File: src/hdl/mlfd_pkg.sv
package mlfd_pkg;

  // Fixed field widths of the stream beats
  localparam int unsigned JobW   = 8;
  localparam int unsigned LevelW = 2;
  localparam int unsigned TimeW  = 16;
  localparam int unsigned EventW = 3;

  localparam int unsigned NumLevels = 4;
  localparam logic [LevelW-1:0] TopLevel = LevelW'(3);

  // Packed beat widths, padded to whole bytes
  localparam int unsigned InDataW  = 32;
  localparam int unsigned OutDataW = 16;

  // Parameter defaults
  localparam int unsigned DefFifoDepth = 16;
  localparam int unsigned DefIdBits    = 8;
  localparam int unsigned DefTimeBits  = 16;

  typedef enum logic {
    OP_SUBMIT = 1'b0,
    OP_TICK   = 1'b1
  } op_e;

  typedef enum logic [EventW-1:0] {
    EV_IDLE     = 3'd0,
    EV_ACCEPTED = 3'd1,
    EV_DROPPED  = 3'd2,
    EV_START    = 3'd3,
    EV_RESUME   = 3'd4,
    EV_CONTINUE = 3'd5,
    EV_SUSPEND  = 3'd6,
    EV_TERM     = 3'd7
  } event_e;

  typedef enum logic {
    ST_ACCEPT = 1'b0,
    ST_FETCH  = 1'b1
  } state_e;

endpackage

File: src/hdl/multilevel_feedback_dispatcher_top.sv
// Channel   Dir  Handshake                     Payload
// s_axis    in   s_axis_tvalid/s_axis_tready   tuser: op; tdata: job_id, job_priority, run_time
// m_axis    out  m_axis_tvalid/m_axis_tready   tuser: event_res; tdata: event_job, event_level
//
// A submit beat, or a tick while a job runs or all queues are empty, loads the result
// register; its result beat is valid in the next cycle.
// A dispatching tick registers the head entry read from the queue memory, then
// loads the result in the fetch state, and input is held off meanwhile.
// Reset clears heads, counts and the running job; only counted entries are read.
// A held result beat (m_axis_tready low) holds off input until the beat leaves.
module multilevel_feedback_dispatcher_top
  import mlfd_pkg::*;
#(
  parameter int unsigned FIFO_DEPTH = DefFifoDepth,
  parameter int unsigned ID_BITS    = DefIdBits,
  parameter int unsigned TIME_BITS  = DefTimeBits
) (
  input  logic                clk_i,
  input  logic                rst_ni,
  input  logic                s_axis_tvalid,
  output logic                s_axis_tready,
  // [7:0] job_id, [9:8] job_priority, [25:10] run_time, [31:26] zero
  input  logic [InDataW-1:0]  s_axis_tdata,
  // [0] op
  input  logic                s_axis_tuser,
  output logic                m_axis_tvalid,
  input  logic                m_axis_tready,
  // [7:0] event_job, [9:8] event_level, [15:10] zero
  output logic [OutDataW-1:0] m_axis_tdata,
  // [2:0] event_res
  output logic [EventW-1:0]   m_axis_tuser
);

  localparam int unsigned PtrW  = (FIFO_DEPTH > 1) ? $clog2(FIFO_DEPTH) : 1;
  localparam int unsigned CntW  = $clog2(FIFO_DEPTH + 1);
  localparam int unsigned SumW  = CntW + 1;
  localparam int unsigned AddrW = LevelW + PtrW;
  localparam int unsigned MemD  = NumLevels * (2 ** PtrW);
  localparam int unsigned EntW  = 1 + TIME_BITS + ID_BITS;
  localparam int unsigned IdExtW   = (ID_BITS > JobW) ? ID_BITS : JobW;
  localparam int unsigned TimeExtW = (TIME_BITS > TimeW) ? TIME_BITS : TimeW;

  localparam logic [CntW-1:0] DepthCnt = CntW'(FIFO_DEPTH);
  localparam logic [SumW-1:0] DepthSum = SumW'(FIFO_DEPTH);

  // ---------------------------------------------------------------------------
  // Beat unpacking
  // ---------------------------------------------------------------------------
  logic                 in_fire;
  op_e                  in_op;
  logic [JobW-1:0]      in_job;
  logic [LevelW-1:0]    in_prio;
  logic [TimeW-1:0]     in_time;
  logic [IdExtW-1:0]    in_id_ext;
  logic [TimeExtW-1:0]  in_time_ext;
  logic [ID_BITS-1:0]   in_id;
  logic [TIME_BITS-1:0] in_rt;

  assign in_fire     = s_axis_tvalid && s_axis_tready;
  assign in_op       = op_e'(s_axis_tuser);
  assign in_job      = s_axis_tdata[7:0];
  assign in_prio     = s_axis_tdata[9:8];
  assign in_time     = s_axis_tdata[25:10];
  assign in_id_ext   = IdExtW'(in_job);
  assign in_time_ext = TimeExtW'(in_time);
  assign in_id       = in_id_ext[ID_BITS-1:0];
  assign in_rt       = in_time_ext[TIME_BITS-1:0];

  // ---------------------------------------------------------------------------
  // State
  // ---------------------------------------------------------------------------
  state_e st_q, st_d;

  logic [PtrW-1:0] head_q [NumLevels];
  logic [PtrW-1:0] head_d [NumLevels];
  logic [CntW-1:0] cnt_q  [NumLevels];
  logic [CntW-1:0] cnt_d  [NumLevels];

  logic                 run_valid_q, run_valid_d;
  logic [ID_BITS-1:0]   run_job_q, run_job_d;
  logic [LevelW-1:0]    run_lvl_q, run_lvl_d;
  logic [TIME_BITS-1:0] run_rem_q, run_rem_d;

  logic [LevelW-1:0] pick_lvl_q, pick_lvl_d;

  // Result register
  logic              out_valid_q;
  event_e            out_res_q;
  logic [JobW-1:0]   out_job_q;
  logic [LevelW-1:0] out_lvl_q;

  // Queue memory: {started, remaining time, id}, addressed {level, slot}
  logic [EntW-1:0]  mem_q [MemD];
  logic [EntW-1:0]  rd_data_q;
  logic             wr_en, rd_en;
  logic [AddrW-1:0] wr_addr, rd_addr;
  logic [EntW-1:0]  wr_data;

  // ---------------------------------------------------------------------------
  // Queue pointers
  // ---------------------------------------------------------------------------
  logic [PtrW-1:0]   tail_pos [NumLevels];
  logic [PtrW-1:0]   head_nxt [NumLevels];
  logic [SumW-1:0]   tail_sum [NumLevels];
  logic [SumW-1:0]   tail_wrap [NumLevels];
  logic [SumW-1:0]   head_inc [NumLevels];
  logic [NumLevels-1:0] has_room, nonempty;
  logic              any_wait;
  logic [LevelW-1:0] pick_lvl;

  always_comb begin
    for (int l = 0; l < NumLevels; l++) begin
      tail_sum[l]  = SumW'(head_q[l]) + SumW'(cnt_q[l]);
      tail_wrap[l] = (tail_sum[l] >= DepthSum) ? (tail_sum[l] - DepthSum) : tail_sum[l];
      tail_pos[l]  = tail_wrap[l][PtrW-1:0];
      head_inc[l]  = SumW'(head_q[l]) + SumW'(1);
      head_nxt[l]  = (head_inc[l] == DepthSum) ? '0 : head_inc[l][PtrW-1:0];
      has_room[l]  = (cnt_q[l] < DepthCnt);
      nonempty[l]  = (cnt_q[l] != '0);
    end
  end

  assign any_wait = |nonempty;

  // Highest non-empty level, level 0 first
  always_comb begin
    pick_lvl = '0;
    for (int l = NumLevels - 1; l >= 0; l--) begin
      if (nonempty[l]) begin
        pick_lvl = LevelW'(l);
      end
    end
  end

  function automatic logic [JobW-1:0] id_to_job(input logic [ID_BITS-1:0] v);
    logic [IdExtW-1:0] e;
    e = IdExtW'(v);
    return e[JobW-1:0];
  endfunction

  // ---------------------------------------------------------------------------
  // State machine
  // ---------------------------------------------------------------------------
  always_comb begin
    st_d = st_q;
    unique case (st_q)
      ST_ACCEPT: begin
        if (in_fire && (in_op == OP_TICK) && !run_valid_q && any_wait) begin
          st_d = ST_FETCH;
        end
      end
      ST_FETCH: begin
        st_d = ST_ACCEPT;
      end
      default: begin
        st_d = ST_ACCEPT;
      end
    endcase
  end

  always_comb begin
    unique case (st_q)
      ST_ACCEPT: s_axis_tready = !out_valid_q || m_axis_tready;
      ST_FETCH:  s_axis_tready = 1'b0;
      default:   s_axis_tready = 1'b0;
    endcase
  end

  // ---------------------------------------------------------------------------
  // Datapath: read-modify-write of queue state and running job
  // ---------------------------------------------------------------------------
  logic [LevelW-1:0]    demote_lvl;
  logic [TIME_BITS-1:0] rem_dec;
  logic                 ev_load;
  event_e               ev_res;
  logic [JobW-1:0]      ev_job;
  logic [LevelW-1:0]    ev_lvl;
  logic                 fetch_started;
  logic [TIME_BITS-1:0] fetch_time;
  logic [ID_BITS-1:0]   fetch_id;

  assign demote_lvl = (run_lvl_q < TopLevel) ? (run_lvl_q + LevelW'(1)) : TopLevel;
  assign rem_dec    = run_rem_q - TIME_BITS'(1);
  assign {fetch_started, fetch_time, fetch_id} = rd_data_q;

  always_comb begin
    head_d      = head_q;
    cnt_d       = cnt_q;
    run_valid_d = run_valid_q;
    run_job_d   = run_job_q;
    run_lvl_d   = run_lvl_q;
    run_rem_d   = run_rem_q;
    pick_lvl_d  = pick_lvl_q;
    wr_en       = 1'b0;
    wr_addr     = '0;
    wr_data     = '0;
    rd_en       = 1'b0;
    rd_addr     = '0;
    ev_load     = 1'b0;
    ev_res      = EV_IDLE;
    ev_job      = '0;
    ev_lvl      = '0;

    if (in_fire) begin
      if (in_op == OP_SUBMIT) begin
        ev_load = 1'b1;
        ev_job  = in_job;
        ev_lvl  = in_prio;
        if (has_room[in_prio]) begin
          wr_en          = 1'b1;
          wr_addr        = {in_prio, tail_pos[in_prio]};
          wr_data        = {1'b0, in_rt, in_id};
          cnt_d[in_prio] = cnt_q[in_prio] + CntW'(1);
          ev_res         = EV_ACCEPTED;
        end else begin
          ev_res = EV_DROPPED;
        end
      end else if (run_valid_q) begin
        ev_load = 1'b1;
        ev_job  = id_to_job(run_job_q);
        ev_lvl  = run_lvl_q;
        if (run_rem_q <= TIME_BITS'(1)) begin
          // Last tick of the job
          run_rem_d   = '0;
          run_valid_d = 1'b0;
          ev_res      = EV_TERM;
        end else begin
          run_rem_d = rem_dec;
          ev_res    = EV_CONTINUE;
          // Preempt a user job in favor of waiting work, if its demotion level (capped at the bottom) has room
          if ((run_lvl_q != '0) && any_wait && has_room[demote_lvl]) begin
            wr_en             = 1'b1;
            wr_addr           = {demote_lvl, tail_pos[demote_lvl]};
            wr_data           = {1'b1, rem_dec, run_job_q};
            cnt_d[demote_lvl] = cnt_q[demote_lvl] + CntW'(1);
            run_valid_d       = 1'b0;
            run_lvl_d         = demote_lvl;
            ev_res            = EV_SUSPEND;
            ev_lvl            = demote_lvl;
          end
        end
      end else if (any_wait) begin
        // Dispatch: fetch the head entry, finish next cycle
        rd_en      = 1'b1;
        rd_addr    = {pick_lvl, head_q[pick_lvl]};
        pick_lvl_d = pick_lvl;
      end else begin
        ev_load = 1'b1;
        ev_res  = EV_IDLE;
      end
    end

    if (st_q == ST_FETCH) begin
      run_valid_d        = 1'b1;
      run_job_d          = fetch_id;
      run_lvl_d          = pick_lvl_q;
      run_rem_d          = fetch_time;
      head_d[pick_lvl_q] = head_nxt[pick_lvl_q];
      cnt_d[pick_lvl_q]  = cnt_q[pick_lvl_q] - CntW'(1);
      ev_load            = 1'b1;
      ev_res             = fetch_started ? EV_RESUME : EV_START;
      ev_job             = id_to_job(fetch_id);
      ev_lvl             = pick_lvl_q;
    end
  end

  // ---------------------------------------------------------------------------
  // Registers
  // ---------------------------------------------------------------------------
  always_ff @(posedge clk_i or negedge rst_ni) begin
    if (!rst_ni) begin
      st_q        <= ST_ACCEPT;
      run_valid_q <= 1'b0;
      run_job_q   <= '0;
      run_lvl_q   <= '0;
      run_rem_q   <= '0;
      pick_lvl_q  <= '0;
      out_valid_q <= 1'b0;
      for (int l = 0; l < NumLevels; l++) begin
        head_q[l] <= '0;
        cnt_q[l]  <= '0;
      end
    end else begin
      st_q        <= st_d;
      run_valid_q <= run_valid_d;
      run_job_q   <= run_job_d;
      run_lvl_q   <= run_lvl_d;
      run_rem_q   <= run_rem_d;
      pick_lvl_q  <= pick_lvl_d;
      head_q      <= head_d;
      cnt_q       <= cnt_d;
      // Load a new result beat, or drop the held one once taken
      if (ev_load) begin
        out_valid_q <= 1'b1;
      end else if (m_axis_tready) begin
        out_valid_q <= 1'b0;
      end
    end
  end

  always_ff @(posedge clk_i) begin
    if (ev_load) begin
      out_res_q <= ev_res;
      out_job_q <= ev_job;
      out_lvl_q <= ev_lvl;
    end
  end

  always_ff @(posedge clk_i) begin
    if (wr_en) begin
      mem_q[wr_addr] <= wr_data;
    end
  end

  always_ff @(posedge clk_i) begin
    if (rd_en) begin
      rd_data_q <= mem_q[rd_addr];
    end
  end

  // ---------------------------------------------------------------------------
  // Result beat
  // ---------------------------------------------------------------------------
  assign m_axis_tvalid = out_valid_q;
  assign m_axis_tuser  = out_res_q;
  assign m_axis_tdata  = {(OutDataW - JobW - LevelW)'(0), out_lvl_q, out_job_q};

  // ---------------------------------------------------------------------------
  // Assertions
  // ---------------------------------------------------------------------------
  a_fetch_loads_result: assert property (@(posedge clk_i) disable iff (!rst_ni)
    (st_q == ST_FETCH) |=> (out_valid_q && run_valid_q))
    else $error("dispatch did not load a result and a running job");

  a_fetch_needs_empty_slot: assert property (@(posedge clk_i) disable iff (!rst_ni)
    (st_q == ST_FETCH) |-> (!out_valid_q))
    else $error("dispatch result would overwrite a held beat");

  a_counts_bounded: assert property (@(posedge clk_i) disable iff (!rst_ni)
    (cnt_q[0] <= DepthCnt) && (cnt_q[1] <= DepthCnt) &&
    (cnt_q[2] <= DepthCnt) && (cnt_q[3] <= DepthCnt))
    else $error("queue count exceeds depth");

  a_no_dispatch_while_running: assert property (@(posedge clk_i) disable iff (!rst_ni)
    rd_en |-> (!run_valid_q && any_wait))
    else $error("queue read while a job runs or queues are empty");

  a_terminate_clears: assert property (@(posedge clk_i) disable iff (!rst_ni)
    (in_fire && (in_op == OP_TICK) && run_valid_q && (run_rem_q <= TIME_BITS'(1)))
      |=> (!run_valid_q && (out_res_q == EV_TERM)))
    else $error("terminating job still marked running");

endmodule

File: config.mk
export PLATFORM = sky130hd
export DESIGN_NAME = multilevel_feedback_dispatcher_top
export DESIGN_NICKNAME = d
export VERILOG_FILES = /design/src/hdl/mlfd_pkg.sv /design/src/hdl/multilevel_feedback_dispatcher_top.sv
export SDC_FILE = /design/constraint.sdc
export NUM_CORES = 2
export LEC_CHECK = 0
export BUFFER_PORTS_ARGS = -buffer_cell sky130_fd_sc_hd__buf_4
export CAP_MARGIN = 20
export CORE_AREA = 2 2 420 422
export DETAILED_ROUTE_END_ITERATION = 8
export DIE_AREA = 0 0 422 424
export PLACE_DENSITY = 0.67
export SLEW_MARGIN = 20
export SYNTH_ARGS = -nofsm -noshare
export SYNTH_HDL_FRONTEND = slang
export SYNTH_SLANG_ARGS = --single-unit
File: constraint.sdc
create_clock -name clk_i -period 5.4 [get_ports clk_i]
set_clock_uncertainty 0.1 [all_clocks]
set_input_delay 0.54 -clock clk_i [delete_from_list [all_inputs] [get_ports clk_i]]
set_output_delay 0.54 -clock clk_i [all_outputs]
set_load 0.05 [all_outputs]
== Word-level counts from Yosys, hierarchy flattened ==
Memories as Yosys holds them, arrays and structs flattened. A register that Yosys moved wholly into a read port is not among the register bits.
Cells that the tools add are included.
Operators by class
  add/sub/neg operators: 17
  $lt $le $gt $ge: 19
  equality and inequality tests: 4
  mux-type cells: 128
  bitwise operators: 6
  reductions and logical operators: 25
Operators with widths (number)
  $mux W20: 7
  $mux W25: 5
  $mux W16: 5
  $mux W4: 17
  $bwmux W20: 3
  $mux W6: 10
  $mux W5: 9
  $mux W2: 18
  $bmux W4 S2: 4
  $mux W8: 4
  $bmux W5 S2: 3
  $demux W5 S2: 3
  $mux W1: 28
  $add A4 B5 Y6: 4
  $ge A6 B5 Y1 const B: 4
  $mux W24: 1
  $add A4 B1 Y5 const B: 4
  $eq A5 B5 Y1 const B: 4
  $lt A5 B5 Y1 const B: 4
  $reduce_bool A5 Y1: 4
  $bwmux W16: 1
  $le A16 B1 Y1 const B: 1
  $sub A16 B1 Y16 const B: 1
  $sub A4 B1 Y4 const B: 4
  other kinds (21): 51
Word-level totals
  bits in registers: 80
  RAM bits: 1600
  input bits: 37
  output and inout port bits: 21
  memories kept: 1
Memories
  mem_q: words 64, width 25, read ports 1, clocked after Yosys merged registers in 1, write ports 1, line multilevel_feedback_dispatcher_top.sv:93  | logic [EntW-1:0] mem_q [MemD];

== Logic depth before layout (Yosys ltp) ==
  depth in word-level cells: 15
  mapped depth: 15
  mapped depth without buffers: 12

== Worst setup path after synthesis ==
OpenSTA, ideal clock, no wires.
  path kind: register to register
  from: register run_lvl_q[0]
  to: memory mem_q[0][21] (netlist bit) (data pin)
  data arrival time: 4.651 ns
  slack: -0.053 ns
  stages on the path, launching flop included: 10
  buffers on the path: 4
  clock period less this slack: 5.453 ns
  cells stage by stage: dfrtp_1 clkbuf_1 mux2_2 mux2i_1 o221ai_1 or2_2 clkbuf_1 clkbuf_1 clkbuf_1 o21ai_0
Between the ends
  cells in the longest elaborated chain, start to end: 10
  elaborated cells between the ends (all ways): 13
  classes of those cells: add/sub (1); order compare (1); mux (8); reduce/logical (3)
Ends and longest elaborated chain
  from (decl): line multilevel_feedback_dispatcher_top.sv:81  | logic [LevelW-1:0] run_lvl_q, run_lvl_d;
  from (signal assigned): line multilevel_feedback_dispatcher_top.sv:287  | run_lvl_q <= run_lvl_d;
  $add A2 B1 Y2 or $lt A2 B2 Y1 (tied branches): line multilevel_feedback_dispatcher_top.sv:182  | assign demote_lvl = (run_lvl_q < TopLevel) ? (run_lvl_q + LevelW'(1)) : TopLevel;
  $mux W2: line multilevel_feedback_dispatcher_top.sv:182
  $bmux W1 S2: line multilevel_feedback_dispatcher_top.sv:231  | if ((run_lvl_q != '0) && any_wait && has_room[demote_lvl]) begin
  $mux W1 (not written as such): line multilevel_feedback_dispatcher_top.sv:231
  $logic_and A1 B1 Y1 *: line multilevel_feedback_dispatcher_top.sv:231
  $mux W25 *: line multilevel_feedback_dispatcher_top.sv:231
  $mux W25 *: line multilevel_feedback_dispatcher_top.sv:222  | if (run_rem_q <= TIME_BITS'(1)) begin
  $mux W25 *: line multilevel_feedback_dispatcher_top.sv:218  | end else if (run_valid_q) begin
  $mux W25 *: line multilevel_feedback_dispatcher_top.sv:205  | if (in_op == OP_SUBMIT) begin
  $mux W25 *: line multilevel_feedback_dispatcher_top.sv:204  | if (in_fire) begin
  net wr_data[21]: line multilevel_feedback_dispatcher_top.sv:97  | logic [EntW-1:0] wr_data;
  to (decl): line multilevel_feedback_dispatcher_top.sv:93
The timed path passes the listed nets; every way through them passes the cells marked *. The select of a mux whose other input is x is not followed.

== Worst setup path in the final report ==
  from: register cnt_q[7] (netlist bit)
  to: register rd_data_q[2], read port of mem_q (data pin)
Between the ends
  cells in the longest elaborated chain, start to end: 12
  elaborated cells between the ends (all ways): 17
  classes of those cells: mux (14); bitwise (1); reduce/logical (2)
Ends and longest elaborated chain
  from (decl): line multilevel_feedback_dispatcher_top.sv:76  | logic [CntW-1:0] cnt_q [NumLevels];
  from (signal assigned): line multilevel_feedback_dispatcher_top.sv:291  | cnt_q <= cnt_d;
  $reduce_bool A5 Y1 *: line multilevel_feedback_dispatcher_top.sv:119  | nonempty[l] = (cnt_q[l] != '0);
  $mux W2 (3 in series): line multilevel_feedback_dispatcher_top.sv:129  | if (nonempty[l]) begin
  $not A2 Y3 (not written as such): line multilevel_feedback_dispatcher_top.sv:245  | rd_addr = {pick_lvl, head_q[pick_lvl]};
  $bmux W4 S2: line multilevel_feedback_dispatcher_top.sv:245
  $mux W4 (not written as such) (2 in series): line multilevel_feedback_dispatcher_top.sv:245
  $mux W6: line multilevel_feedback_dispatcher_top.sv:242  | end else if (any_wait) begin
  $mux W6: line multilevel_feedback_dispatcher_top.sv:218
  $mux W6: line multilevel_feedback_dispatcher_top.sv:205
  $mux W6: line multilevel_feedback_dispatcher_top.sv:204
  to (decl): line multilevel_feedback_dispatcher_top.sv:94  | logic [EntW-1:0] rd_data_q;
Mark *: on every way between the ends. The rest lies on a longest branch, timed or not. The select of a mux whose other input is x is not followed.
A chain may end at the register's enable or synchronous reset.

==> metrics.md <==
| Metric | Value |
|---|---|
| Syn Inst Count | `5359` |
| Critical-path maximum fanout | `23` |
| CP cell instances | `or4_1, or4_1, o21ai_4, clkinv_2, a22o_4, buf_4, nand2_1, nand3_1, a32oi_1, nand2_1, a21oi_1, nand3_1` |
| Largest area contributor in the netlist | `edfxtp_1` |
| Rel. slew slack | `20.24%` |
| Max layer used | `met5` |
| Final cycle utilization of the critical path | `96.37%` |
| Synth Register Bits | `~1700` |
| EDFF count, synth | `between 1500 and 2000` |
| Synth area leaders | `edfxtp_1 71%, nand2_1 8.2%, nand3_1 4.5%` |
| Core area | `175000 sq um` |
| Met2 wire len | `93.03 mm` |
| Pleak | `27.28 nW` |
| RSZ-0062 raised after global routing | `false` |
| Arrival @ worst endpoint | `5.60 ns` |
| Drt wl/cell | `25.19 microns` |
| R2R cell count | `12` |
| First-pass GRT wire length | `293.0 mm` |
| DR vias | `46243` |
| P&R area growth vs syn | `14.98%` |
| Synthesized area | `69340 sq um` |
| Worst min path class | `input pin to flip-flop` |
| Antenna violations before repair | `5` |
| Sequential Area | `50860 sq um` |
| Clock Path Buffers | `3` |
| Final WL | `about 200 mm` |
| Met3 Wirelength | `~20 mm` |
| Worst-path clk slew | `0.06 ns` |
| CP Launch Type | `flip-flop` |
| Post-CTS Setup Repair Bufs | `0` |
| Post-route DRC | `0` |
| Fin nets | `5535` |
| Max-cap violations | `0` |
| R2R setup slack | `0.20 ns` |
| F_max | `0.1922 GHz` |
| Most common cell in the synthesized netlist | `edfxtp_1` |
| Post-synthesis async set-or-reset flop share | `between 3 and 4%` |
| PortBufs | `45` |
| Initial Util | `39.63%` |
| Pwr/cell area | `431.7 nW/um^2` |
| Area used by multi-input combinational logic | `17540 sq um` |
| Placer Congestion | `0.8925` |
| Seq/Total Area, Yosys | `73.35%` |
| Syn_area_per_cell | `12.94 sq um` |
| Vias/cell | `5.812` |
| Worst path slowest cell | `or4_1` |
| Worst vdd ir | `slightly below 0.4 mV` |
| Final hold vios | `0` |
| CTS Root Cell | `clkbuf_16` |
| Period minus WS final | `5.204 ns` |
| Kind of critical path | `flip-flop to flip-flop` |
| Die area | `178900 sq um` |
| Top post-synthesis cells by count | `1638 x edfxtp_1, 1511 x nand2_1, 626 x nand3_1, 181 x clkbuf_1, 173 x a21oi_1` |
| Worst EP required | `5.80 ns` |
| Tot Pwr | `approximately 34 mW` |
| Setup-failing EPs final | `0` |
| Total grt overflow | `0` |
| Endpoint class of the critical path | `flip-flop` |
| Unique cell type count in the Yosys netlist | `70` |
| Fill count | `15281` |
| CTS tree | `yes` |
| Vias in the first global route | `43606` |
| Status | `complete, no violations` |
| WHS Path Cells | `3` |
| Total negative slack | `0 ns` |
| Synthesis Warnings | `0` |
| Iteration count of the initial detailed-routing pass | `7` |
| DP Area | `between 70000 and 80000 sq um` |
| Hpwl dp | `111.4 mm` |
| Post-route cell area | `79730 sq um` |
| Largest stage delay on the critical path | `0.64 ns` |
| Routed Antenna Nets | `0` |
| Final Util | `45.57%` |
| Worst-margin pin slew | `1.195 ns` |
| Layout cell share with drive strength beyond 1 | `11.81%` |
| Met1 wire length | `77.98 mm` |
| Clk sinks | `1705` |
| Hold slack | `0.06779 ns` |
| Slew Viols, Final | `0` |
| H-tree levels | `4` |
| Total track usage | `21.95%` |
| Die X | `422 microns` |
| Initial DRC Count | `between 6000 and 7000` |
| Crit Reg-Reg Startpoint | `cnt_q[7]` |
| Hold endpoint | `run_valid_q` |
| Pin count of the biggest net entering global routing | `approximately 110` |
| FP Rows | `around 150` |
| Later-pin clock latency in the skew report | `0.82 ns` |
| Main synth FF type | `edfxtp_1` |
| # IOs | `between 50 and 60` |
| Yosys top cell area share | `70.93%` |
| Total CTS buffers | `164` |
| Die span in y | `424 microns` |
| Reg-to-Reg End | `rd_data_q[2]` |
| Worst Min Path Start | `s_axis_tuser` |
## placed cells by master, fill, tap and decap left out, types with 21 or more instances in the layout
cell type / n
a221oi_1: 69
clkinv_2: 23
a32oi_1: 69
nor2_1: 45
a22oi_1: 81
nand2_1: 1510
nand3_1: 624
a32o_1: 21
buf_4: 236
xnor2_1: 35
a31oi_1: 154
mux2i_1: 83
dfrtp_1: 67
edfxtp_1: 1638
ha_1: 21
nor2_4: 45
clkbuf_1: 49
o21ai_0: 65
clkinv_1: 36
nor2_2: 29
buf_12: 61
a21oi_1: 171
inv_1: 22
clkbuf_16: 170
## logic make-up (layout without fill, tap and decap cells)
logic type / count (synthesis) / in the layout / synth area share, %
simple gates: 2354 / 2354 / 14.25
flops: 1705 / 1705 / 73.35
compound gates: 747 / 747 / 7.329
buf+inv: 383 / 633 / 2.366
mux: 99 / 99 / 1.637
xor+xnor: 45 / 45 / 0.5684
fa+ha+maj: 25 / 25 / 0.4944
other cells: 1 / 9 / 0.005408
## stage by stage
stage                     instances  setup WS [ns]
after global routing           7954         0.1487
after detailed placement       7643         0.4080
final                          7957         0.1962
after global placement         7640         0.4755
after CTS                      7952         0.3668
after floorplan                5364       -0.05292
## timing repair
item | 4_1_cts | 5_1_grt
hold endpoints to repair | 68 | 0
gates resized for setup | 0 | 0
hold buffers | 2 | 0
## layout make-up
| class | instances | area share (%) |
|---|---|---|
| Clock inverter | 84 | 0.8913 |
| Inverter | 24 | 0.1146 |
| Tap cell | 2340 | 3.672 |
| Clock buffer | 223 | 5.635 |
| Antenna cell | 3 | 0.009415 |
| Multi-Input combinational cell | 3276 | 22.00 |
| Timing Repair Buffer | 302 | 3.882 |
| Sequential cell | 1705 | 63.79 |
## worst max path at each step
stage	start	endpoint	slack, ns	depth (start not counted)
2_1_floorplan	run_lvl_q[0]	mem_q[0][21]	-0.05	9
3_3_place_gp	cnt_q[7]	rd_data_q[6]	0.48	12
3_5_place_dp	cnt_q[7]	rd_data_q[6]	0.41	12
4_1_cts	cnt_q[7]	rd_data_q[2]	0.37	12
5_1_grt	cnt_q[7]	rd_data_q[2]	0.15	12
6_report	cnt_q[7]	rd_data_q[2]	0.20	12
## power by group
group	switching, mW	total [mW]	internal [mW]
Clock	4.88	11.2	6.32
Sequential	0.404	15.7	15.3
Combinational	5.32	7.48	2.16
Total	10.6	34.4	23.8
## metal layers
metal / track usage [%] / vias to the layer above
li1: - / 20083
met2: 34.70 / 2660
met5: 0 / -
met4: 9.351 / 4
met3: 4.082 / 436
met1: 29.76 / 23060
## critical path: cells and delay by family, from the launching register on
kind | cells | cell delay, ns
AOI/OAI and AO/OA | 4 | 1.74
buffers and inverters | 2 | 0.60
and+or+nand+nor | 6 | 1.90
DFF | 1 | 0.51
## flip-flops by register name, summed over array words and instances, names as in the netlist
register,flops
out_lvl_q,2
m_axis_tuser,3
cnt_q,20
run_lvl_q,2
rd_data_q,25
mem_q,1600
head_q,16
pick_lvl_q,2
st_q,1
run_valid_q,1
m_axis_tvalid,1
run_job_q,8
out_job_q,8
run_rem_q,16
Note: power is estimated with default switching activity, not from simulation.
